`src/rtl/definite_length_block_parser_core_defines.svh`:
```
// Assertion macros for the block parser core.
// Expects signals clk and arst_n in the scope where a macro is used.
`ifndef DEFINITE_LENGTH_BLOCK_PARSER_CORE_DEFINES_SVH
`define DEFINITE_LENGTH_BLOCK_PARSER_CORE_DEFINES_SVH

// Same-cycle implication, quiet during reset.
`define DLBP_ASSERT_IMP(lbl, ante, cons) \
	lbl: assert property (@(posedge clk) disable iff (!arst_n) (ante) |-> (cons)) \
		else $error("dlbp: same-cycle check failed");

// Next-cycle implication, quiet during reset.
`define DLBP_ASSERT_NXT(lbl, ante, cons) \
	lbl: assert property (@(posedge clk) disable iff (!arst_n) (ante) |=> (cons)) \
		else $error("dlbp: next-cycle check failed");

`endif

```
`src/rtl/dlbp_pkg.sv`:
```
// Shared types and constants for the definite-length block parser.
// No dependencies.
`timescale 1ns / 1ps
`default_nettype none
package dlbp_pkg;

	localparam int MAX_LEN_DIGITS = 9;
	localparam int DIGITS_W = $clog2(MAX_LEN_DIGITS + 1);
	localparam int BYTES_W = 30;
	localparam int TOTAL_W = 32;

	localparam logic [7:0] CH_HASH = 8'h23;
	localparam logic [7:0] CH_ZERO = 8'h30;
	localparam logic [7:0] CH_NINE = 8'h39;
	localparam logic [7:0] CH_NL = 8'h0A;
	localparam logic [7:0] CH_CNT_MAX = CH_ZERO + 8'(MAX_LEN_DIGITS);

	typedef enum logic [1:0] {
		PH_PREFIX = 2'd0,
		PH_COUNT = 2'd1,
		PH_LEN = 2'd2,
		PH_DATA = 2'd3
	} phase_t;

	typedef enum logic [1:0] {
		KIND_DATA = 2'd0,
		KIND_END = 2'd1,
		KIND_ERR = 2'd2
	} kind_t;

	typedef enum logic [1:0] {
		ERR_PREFIX = 2'd0,
		ERR_COUNT = 2'd1,
		ERR_LEN = 2'd2
	} err_t;

	typedef struct packed {
		phase_t phase;
		logic [DIGITS_W-1:0] digits_left;
		logic [BYTES_W-1:0] bytes_left;
		logic [TOTAL_W-1:0] total_count;
	} state_t;

	typedef struct packed {
		logic valid;
		kind_t kind;
		logic [7:0] data_byte;
		logic block_last;
		logic [TOTAL_W-1:0] total_bytes;
		err_t error_code;
	} res_t;

endpackage
`default_nettype wire

```
`src/rtl/dlbp_step.sv`:
```
// Per-byte deframing step: next parser state and the result of one byte.
// Depends on dlbp_pkg.
`timescale 1ns / 1ps
`default_nettype none
module dlbp_step import dlbp_pkg::*; (
	input wire logic [7:0] rx_byte,
	input wire state_t cur,
	output state_t nxt,
	output res_t res
);

	logic [7:0] digit_val;
	logic is_digit;
	logic cnt_ok;
	logic [BYTES_W+2:0] acc_wide;
	logic [BYTES_W-1:0] acc;
	logic [DIGITS_W-1:0] digits_dec;
	logic [BYTES_W-1:0] bytes_dec;
	logic [TOTAL_W-1:0] total_inc;

	assign digit_val = rx_byte - CH_ZERO;
	assign is_digit = (rx_byte >= CH_ZERO) && (rx_byte <= CH_NINE);
	assign cnt_ok = (rx_byte > CH_ZERO) && (rx_byte <= CH_CNT_MAX);
	// x*10 as two shifts and an add
	assign acc_wide = {cur.bytes_left, 3'b000} + {2'b00, cur.bytes_left, 1'b0}
		+ {{(BYTES_W-5){1'b0}}, digit_val};
	assign acc = acc_wide[BYTES_W-1:0];
	assign digits_dec = cur.digits_left - DIGITS_W'(1);
	assign bytes_dec = cur.bytes_left - BYTES_W'(1);
	assign total_inc = (&cur.total_count) ? cur.total_count
		: cur.total_count + TOTAL_W'(1);

	// next state
	always_comb begin
		nxt = cur;
		unique case (cur.phase)
			PH_COUNT: begin
				if (cnt_ok) begin
					nxt.phase = PH_LEN;
					nxt.digits_left = digit_val[DIGITS_W-1:0];
					nxt.bytes_left = '0;
				end else begin
					nxt = '0;
				end
			end
			PH_LEN: begin
				if (!is_digit) begin
					nxt = '0;
				end else begin
					nxt.bytes_left = acc;
					nxt.digits_left = digits_dec;
					if (digits_dec == '0) begin
						nxt.phase = (acc == '0) ? PH_PREFIX : PH_DATA;
					end
				end
			end
			PH_DATA: begin
				nxt.total_count = total_inc;
				nxt.bytes_left = bytes_dec;
				if (bytes_dec == '0) begin
					nxt.phase = PH_PREFIX;
				end
			end
			PH_PREFIX: begin
				if (rx_byte == CH_HASH) begin
					nxt.phase = PH_COUNT;
				end else begin
					nxt = '0;
				end
			end
		endcase
	end

	// result
	always_comb begin
		res = '0;
		unique case (cur.phase)
			PH_COUNT: begin
				if (!cnt_ok) begin
					res.valid = 1'b1;
					res.kind = KIND_ERR;
					res.error_code = ERR_COUNT;
				end
			end
			PH_LEN: begin
				if (!is_digit) begin
					res.valid = 1'b1;
					res.kind = KIND_ERR;
					res.error_code = ERR_LEN;
				end
			end
			PH_DATA: begin
				res.valid = 1'b1;
				res.kind = KIND_DATA;
				res.data_byte = rx_byte;
				res.block_last = (bytes_dec == '0);
				res.total_bytes = total_inc;
			end
			PH_PREFIX: begin
				if (rx_byte == CH_NL) begin
					res.valid = 1'b1;
					res.kind = KIND_END;
					res.total_bytes = cur.total_count;
				end else if (rx_byte != CH_HASH) begin
					res.valid = 1'b1;
					res.kind = KIND_ERR;
					res.error_code = ERR_PREFIX;
				end
			end
		endcase
	end

endmodule
`default_nettype wire

```
`src/rtl/definite_length_block_parser_core.sv`:
```
// Definite-length block deframer. One received byte per beat goes in; payload bytes
// with a last-of-block flag, message-end totals and framing errors come out. A
// message is a chain of blocks ('#', digit count N, N length digits, payload)
// closed by a newline. Throughput is one byte per cycle unless the output stalls:
// each byte is decoded in the cycle it is accepted and any result lands in a single
// output register, so results appear in the cycle after acceptance. Valid header
// bytes produce no result. The output register is the only buffering: input ready
// is high whenever that register is empty or being drained in the same cycle.
// Depends on dlbp_pkg, dlbp_step and the assertion macro header.
`timescale 1ns / 1ps
`default_nettype none
`include "definite_length_block_parser_core_defines.svh"
module definite_length_block_parser_core import dlbp_pkg::*; (
	input wire logic clk,
	input wire logic arst_n,
	input wire logic in_valid,
	output logic in_ready,
	input wire logic [7:0] rx_byte,
	output logic out_valid,
	input wire logic out_ready,
	output logic [1:0] kind,
	output logic [7:0] data_byte,
	output logic block_last,
	output logic [31:0] total_bytes,
	output logic [1:0] error_code
);

	state_t st_q;
	state_t st_nxt;
	res_t step_res;
	logic in_acc;
	logic load_res;

	logic out_valid_q;
	kind_t kind_q;
	logic [7:0] data_byte_q;
	logic block_last_q;
	logic [TOTAL_W-1:0] total_bytes_q;
	err_t error_code_q;

	// decode of the current byte against parser state
	dlbp_step u_step (
		.rx_byte (rx_byte),
		.cur (st_q),
		.nxt (st_nxt),
		.res (step_res)
	);

	// output register frees up when empty or being taken this cycle
	assign in_ready = !out_valid_q || out_ready;
	assign in_acc = in_valid && in_ready;
	assign load_res = in_acc && step_res.valid;

	// parser state advances on every accepted beat
	always_ff @(posedge clk or negedge arst_n) begin
		if (!arst_n) begin
			st_q <= '0;
		end else if (in_acc) begin
			st_q <= st_nxt;
		end
	end

	always_ff @(posedge clk or negedge arst_n) begin
		if (!arst_n) begin
			out_valid_q <= 1'b0;
		end else if (load_res) begin
			out_valid_q <= 1'b1;
		end else if (out_ready) begin
			out_valid_q <= 1'b0;
		end
	end

	// result payload, no reset needed
	always_ff @(posedge clk) begin
		if (load_res) begin
			kind_q <= step_res.kind;
			data_byte_q <= step_res.data_byte;
			block_last_q <= step_res.block_last;
			total_bytes_q <= step_res.total_bytes;
			error_code_q <= step_res.error_code;
		end
	end

	assign out_valid = out_valid_q;
	assign kind = kind_q;
	assign data_byte = data_byte_q;
	assign block_last = block_last_q;
	assign total_bytes = total_bytes_q;
	assign error_code = error_code_q;

	// checks
	`DLBP_ASSERT_IMP(a_len_has_digits, st_q.phase == PH_LEN, st_q.digits_left != '0)
	`DLBP_ASSERT_IMP(a_data_has_bytes, st_q.phase == PH_DATA, st_q.bytes_left != '0)
	`DLBP_ASSERT_NXT(a_end_err_idle, load_res && step_res.kind != KIND_DATA,
		st_q.phase == PH_PREFIX && st_q.total_count == '0)
	`DLBP_ASSERT_IMP(a_nondata_clean, out_valid && kind != KIND_DATA,
		data_byte == 8'h00 && block_last == 1'b0)

endmodule
`default_nettype wire
```
`config.mk`:
```
export PLATFORM = sky130hd
export DESIGN_NAME = definite_length_block_parser_core
export DESIGN_NICKNAME = d
export VERILOG_FILES = /design/src/rtl/dlbp_pkg.sv /design/src/rtl/dlbp_step.sv /design/src/rtl/definite_length_block_parser_core.sv
export VERILOG_INCLUDE_DIRS = /design/src /design/src/rtl
export SDC_FILE = /design/constraint.sdc
export NUM_CORES = 1
export LEC_CHECK = 0
export ABC_AREA = 1
export BUFFER_PORTS_ARGS = -buffer_cell sky130_fd_sc_hd__buf_2
export CORE_ASPECT_RATIO = 1.2
export CORE_UTILIZATION = 54
export CTS_CLUSTER_DIAMETER = 60
export CTS_CLUSTER_SIZE = 12
export DETAILED_ROUTE_END_ITERATION = 12
export PLACE_DENSITY = 0.81
export SLEW_MARGIN = 5
export SYNTH_ARGS = -nofsm -noshare
export SYNTH_HDL_FRONTEND = slang
export SYNTH_SLANG_ARGS = --single-unit
```
`constraint.sdc`:
```
create_clock -name clk -period 4.6 [get_ports clk]
set_input_delay 0.23 -clock clk [delete_from_list [all_inputs] [get_ports clk]]
set_output_delay 0.23 -clock clk [all_outputs]
set_load 0.005 [all_outputs]
```
Yosys cells after proc, flatten, opt, wreduce, memory -nomap -nowiden:

Cells that the tools add are included.

* bits in registers: 114
* input port bits: 12
* output and inout bits: 47
* word-level logic and storage cells: 72

* add/sub/neg operators: 6
* magnitude comparators: 3
* equality and inequality tests: 11
* mux-type cells: 25
* reduce and logical (&&, ||, !) cells: 17

Operators by type and width (number)
* $pmux W62 S4: 1
* $mux W32: 4
* $mux W36: 2
* $mux W66: 1
* $pmux W32 S2: 1
* $logic_not A30 Y1: 2
* $add A32 B1 Y32 const B: 1
* $reduce_and A32 Y1: 1
* $add A30 B30 Y30: 1
* $add A30 B8 Y30: 1
* $sub A30 B1 Y30 const B: 1
* $mux W3: 4
* $pmux W3 S4: 1
* $pmux W4 S3: 1
* $eq A8 B4 Y1 const B: 1
* $eq A8 B6 Y1 const B: 1
* $ge A8 B6 Y1 const B: 1
* $gt A8 B6 Y1 const B: 1
* $le A8 B6 Y1 const B: 1
* $mux W2: 4
* $ne A8 B6 Y1 const B: 1
* $pmux W2 S4: 1
* $sub A8 B6 Y8 const B: 1
* $ne A2 B2 Y1 const B: 3
* 17 further kinds: 25

Longest topological paths before layout:

* depth after elaboration: 7
* depth in mapped cells: 22
* gate-level depth less buffers: 22

By module:

From an unflattened synthesis, not the netlist that was laid out.

* cell total of the unflattened synthesis: 1749
* area total of the unflattened synthesis: 10973.0 µm²

Modules (own cells, without submodules)
* dlbp_step: times used 1, cells an instance 1402, area each 6885.4 µm², seq. area each 0.0 µm²
* definite_length_block_parser_core: times used 1, cells an instance 347, area each 4087.7 µm², seq. area each 3078.0 µm²

Worst setup path before layout:

Ideal clock, no wire load.

* path type: register to register
* start point: reg st_q[66] (netlist bit)
* end point: reg block_last_q (netlist: block_last), enable pin
* library setup time: 0.503 ns
* arrival time: 4.046 ns
* data required time: 4.097 ns
* setup slack: 0.051 ns
* stages on the path, launching flop included: 7
* buffers on the path: 0
* clock period less this slack: 4.549 ns
* cells stage by stage: dfrtp_1 inv_1 ha_1 inv_1 o21ai_0 nor3_1 nor3_1

* cells in the longest elaborated chain, start to end: 3
* elaborated cells on any way between the ends: 6
* classes of those cells: eq/ne: 3; mux: 1; reduce/logical: 2

Ends and longest elaborated chain
* from (decl): line definite_length_block_parser_core.sv:28 `state_t st_q;`
* from (signal assigned): line definite_length_block_parser_core.sv:59 `st_q <= st_nxt;`
* $eq A2 B2 Y1, or another cell as far along: line dlbp_step.sv:77 `unique case (cur.phase)`
* $pmux W3 S4 (*): line dlbp_step.sv:77
* $logic_and A1 B1 Y1 (*): line definite_length_block_parser_core.sv:52 `assign load_res = in_acc && step_res.valid;`
* net load_res: line definite_length_block_parser_core.sv:32 `logic load_res;`
* to (signal assigned): line definite_length_block_parser_core.sv:78 `block_last_q <= step_res.block_last;`
* to (decl): line definite_length_block_parser_core.sv:37 `logic block_last_q;`

The timed path passes the listed nets; every way through them passes the cells marked *.
A chain may end at the register's enable or synchronous reset.

Worst setup path in the final report:

* start point: reg st_q[34] (netlist bit)
* end point: reg st_q[66] (netlist bit)

* cells in the longest elaborated chain, start to end: 7
* elaborated cells on any way between the ends: 11
* classes of those cells: add/sub: 3; eq/ne: 1; mux: 4; reduce/logical: 3

Ends and longest elaborated chain
* $add A30 B30 Y30: line dlbp_step.sv:25 `assign acc_wide = {cur.bytes_left, 3'b000} + {2'b00, cur.bytes_left, 1'b0}`
* $add A30 B8 Y30: line dlbp_step.sv:26 `+ {{(BYTES_W-5){1'b0}}, digit_val};`
* $logic_not A30 Y1: line dlbp_step.sv:53 `nxt.phase = (acc == '0) ? PH_PREFIX : PH_DATA;`
* $mux W2: line dlbp_step.sv:53
* $mux W2: line dlbp_step.sv:52 `if (digits_dec == '0) begin`
* $mux W36: line dlbp_step.sv:47 `if (!is_digit) begin`
* $pmux W2 S4: line dlbp_step.sv:36 `unique case (cur.phase)`

Several ways; a longest one is shown, not always the timed one. The select of a mux whose other input is x is not followed.

==> results.py <==
metrics = {
    "synth": {
        "synth-edff-count": 45,
        "yosys.area.top_type": "nand2_1",
        "ys_async_sr_fraction_pct": 60.53,
        "dominantRegCellSynth": "dfrtp_1",
        "syn-num-nets": 1540,
        "synth_top_area_share_pct": 19.90,
        "synth-seq-cells": 114,
        "yosysSeqAreaShare_pct": 31.82,
        "yosysWarnings": 0,
        "synth_area_um2": 9674,
        "yosys-top-cells-area": "nand2_1 20%, dfrtp_1 18%, edfxtp_1 14%",
        "avgSynthCellArea_um2": 6.626,
        "yosysUniqueCellTypes": 45,
        "synth_cells": 1460,
    },
    "placement": {
        "place_area_um2": 10150,
        "place_hpwl_um": 21620,
        "dp_worst_setup_slack_ns": 1.277,
        "dp.cells": 1711,
        "gp_congestion": 1.012,
        "port-buffer-count": 58,
    },
    "setup_path": {
        "reg2reg_to": "st_q[66]$_DFFE_PN0P_",
        "rr_worst_depth": 21,
        "arrival_ns": 3.65,
        "worst-path-buf-inv": 2,
        "crit_path_top_delay_cell": "fa_1",
        "worst-path-max-fanout": 6,
        "worst_setup_path_start_kind": "flop",
        "cp_slowest_stage_delay_ns": 0.56,
        "crit_path_frequent_cell": "nand2_1",
        "path_class": "reg2reg",
        "timing.rr.start": "st_q[34]$_DFFE_PN0P_",
        "critPathCaptureType": "flop",
        "required_ns": 4.91,
        "critPathTopFamily": "simple AND/OR/NAND/NOR gates",
        "crit_chain": "fa_1 -> inv_1 -> fa_1 -> inv_1 -> nand3_1 -> nand2_1 -> nand2_1 -> nand2_1 -> nand2_1 -> nand2_1 -> nand2_1 -> nand2_1 -> nand2_1 -> nand2_1 -> nand3_1 -> nor2_1 -> nand2_1 -> nand2_1 -> nand2_1 -> nand2_1 -> nand2_1",
        "reg2reg_slack_ns": 1.26,
    },
    "finish": {
        "syn2layout_area_growth_pct": 11.50,
        "final_area_um2": 10790,
        "layout-drive-gt1-share_pct": 9.646,
        "area.sequential_um2": 3078,
        "fillers": 1662,
        "fin_cells": 1744,
        "diodes": 0,
        "nets": 1591,
        "multi_input_area_um2": 5685,
    },
    "sta": {
        "slew_viol_final": 0,
        "worst_slack_ns": 1.255,
        "rsz0062_at_grt": "false",
        "fmax_mhz": 299.0,
        "worst_pin_slew_ns": 0.9524,
        "tns_ns": 0,
        "setup_viol": 0,
        "finalHoldViolCount": 0,
        "fin_crit_ns": 3.345,
        "min_period_over_period_pct": 72.72,
        "finClkSkew_ns": 0.006866,
        "maxSlewHeadroom_pct": 36.41,
    },
    "grt": {
        "grt_pass1_vias": 9590,
        "grt_start_max_net_pins": 65,
        "grt_pass1_wl_um": 46130,
        "grt_use_total_pct": 32.27,
        "grt_antenna_before_repair": 0,
        "gr-total-overflow": 0,
    },
    "clock_tree": {
        "clock_path_buffers": 2,
        "clk_pin_slew_ns": 0.06,
        "root_buffer": "clkbuf_16",
        "cts_htree_levels": 4,
        "clk_latency_ns": 0.42,
        "cts_tree": "done",
        "cts_buffers": 17,
        "clock_sinks": 114,
    },
    "floorplanning": {
        "die_h_um": 148.6,
        "dieArea_um2": 18460,
        "initial_core_util_pct": 55.26,
        "core_area_um2": 17510,
        "num_rows": 53,
        "die_x_um": 124.2,
        "ios": 59,
    },
    "routing": {
        "vias": 9777,
        "dr.pass1.iters": 5,
        "viasPerCell": 5.606,
        "drt_iter0_drc": 835,
        "ant_nets": 0,
        "drt-total-wl_um": 28290,
        "drc": 0,
        "wire_per_inst_um": 16.22,
    },
    "hold_path": {
        "worstHoldPathCells": 3,
        "hold-path-endpoint": "data_byte[0]$_SDFFCE_PN0P_",
        "hold_path_startpoint": "rx_byte[0]",
        "hold_path.class": "in2reg",
    },
    "pwr": {
        "p_total_w": 0.003136,
        "power_leakage_nw": 5.441,
        "p_per_area_nw_per_um2": 290.7,
        "ir_drop_mv": 0.1874,
    },
    "status": {
        "status": "finished clean",
    },
    "flow_run": {
        "drv_cap": 0,
    },
}
[cell usage in the layout (no fill, tap or decap), types with 22 or more instances in the layout]
cell      netlist  layout
a21oi_1        62      62
buf_2           9      58
dfrtp_1        69      69
edfxtp_1       45      45
ha_1           62      62
inv_1         193     193
nand2_1       513     513
nand3_1        70      70
nand4_1        33      33
nor2_1        132     131
nor3_1         23      22
o21ai_0        81      81
[area by class of cell]
type | count | area share [%]
multi-input combinational | 1109 | 52.71
clock buffer | 18 | 4.071
clock inverter | 14 | 1.728
sequential | 114 | 28.53
tap | 220 | 2.552
inverter | 201 | 6.995
timing repair buffer | 68 | 3.410
[layer usage]
metal / GRT usage (%) / wire [µm] / vias up
met1: 35.90 / 10920 / 4477
met5: 0 / 0 / -
met3: 4.716 / 1339 / 95
met4: 16.49 / 1192 / 0
met2: 58.43 / 14830 / 369
li1: - / - / 4836
[logic make-up after synthesis]
group	Yosys count	share of synthesized area, %
xor+xnor	24	2.250
fa+ha+maj	68	9.260
flops	114	31.82
compound gates	195	11.08
simple gates	822	36.10
buf+inv	237	9.493
[repair_timing]
action / in CTS / in global routing
endpoints found under the hold margin: 23 / 0
gates resized for setup: 0 / 0
hold buffers: 1 / 0
buffers inserted: 0 / 0
setup endpoints to repair: 0 / 0
[tightest hold or removal path, delay by kind of cell]
family	cells	cell delay, ns
AND/OR/NAND/NOR	1	0.05
buffers and inverters	2	0.14
[flip-flops by register name, indices dropped and copies added, names as in the netlist]
register and flops:
st_q 68, total_bytes 32, kind 2, block_last 1, data_byte 8, out_valid 1, error_code 2
[metrics by stage]
| stage | hold WS [ns] | utilization (%) |
|---|---|---|
| 2_1_floorplan | -0.06559 | - |
| 3_3_place_gp | 0.2577 | 57.98 |
| 3_5_place_dp | 0.2799 | 57.98 |
| 4_1_cts | 0.1073 | 61.61 |
| 5_1_grt | 0.1168 | 61.61 |
| 6_report | 0.1112 | 61.61 |
[worst max-delay path by stage]
stage | start | to | slack [ns] | depth (start not counted)
final | st_q[34]$_DFFE_PN0P_ | st_q[66]$_DFFE_PN0P_ | 1.26 | 21
after global routing | st_q[34]$_DFFE_PN0P_ | st_q[66]$_DFFE_PN0P_ | 1.04 | 21
after CTS | st_q[34]$_DFFE_PN0P_ | st_q[66]$_DFFE_PN0P_ | 1.26 | 21
after detailed placement | st_q[34]$_DFFE_PN0P_ | st_q[66]$_DFFE_PN0P_ | 1.28 | 21
after global placement | rx_byte[5] | st_q[66]$_DFFE_PN0P_ | 1.29 | 22
after floorplan | st_q[66]$_DFFE_PN0P_ | block_last$_SDFFCE_PN0P_ | 0.05 | 6
[where the power goes]
group / internal, W / switching [W] / total [W] / leakage (nW)
clock network: 0.000916 / 0.000483 / 0.00140 / 0.297
registers: 0.00112 / 0.0000263 / 0.00115 / 1.40
logic: 0.000172 / 0.000420 / 0.000591 / 3.74
[synth_stat cells (2+ instances only)]
library cell,n
clkbuf_2,2
nand2_2,9
edfxtp_1,45
dfrtp_1,69
nor3_1,23
nand3b_1,12
ha_1,62
o21ai_2,3
inv_1,193
xnor2_1,10
nor4_1,4
nand3_1,70
buf_2,9
o211ai_1,9
o21bai_1,3
nor2_1,132
inv_2,7
buf_1,2
buf_6,2
clkbuf_1,21
o221ai_1,3
nor2_2,13
nor3_2,3
nand4_1,33
xor2_1,13
nor2_4,3
nand4_2,2
nor4_2,2
o21ai_0,81
nand2_1,513
a21oi_1,62
fa_1,6
o22ai_1,17
a31oi_1,2
o21ai_1,10
Note: power is estimated with default switching activity, not from simulation.
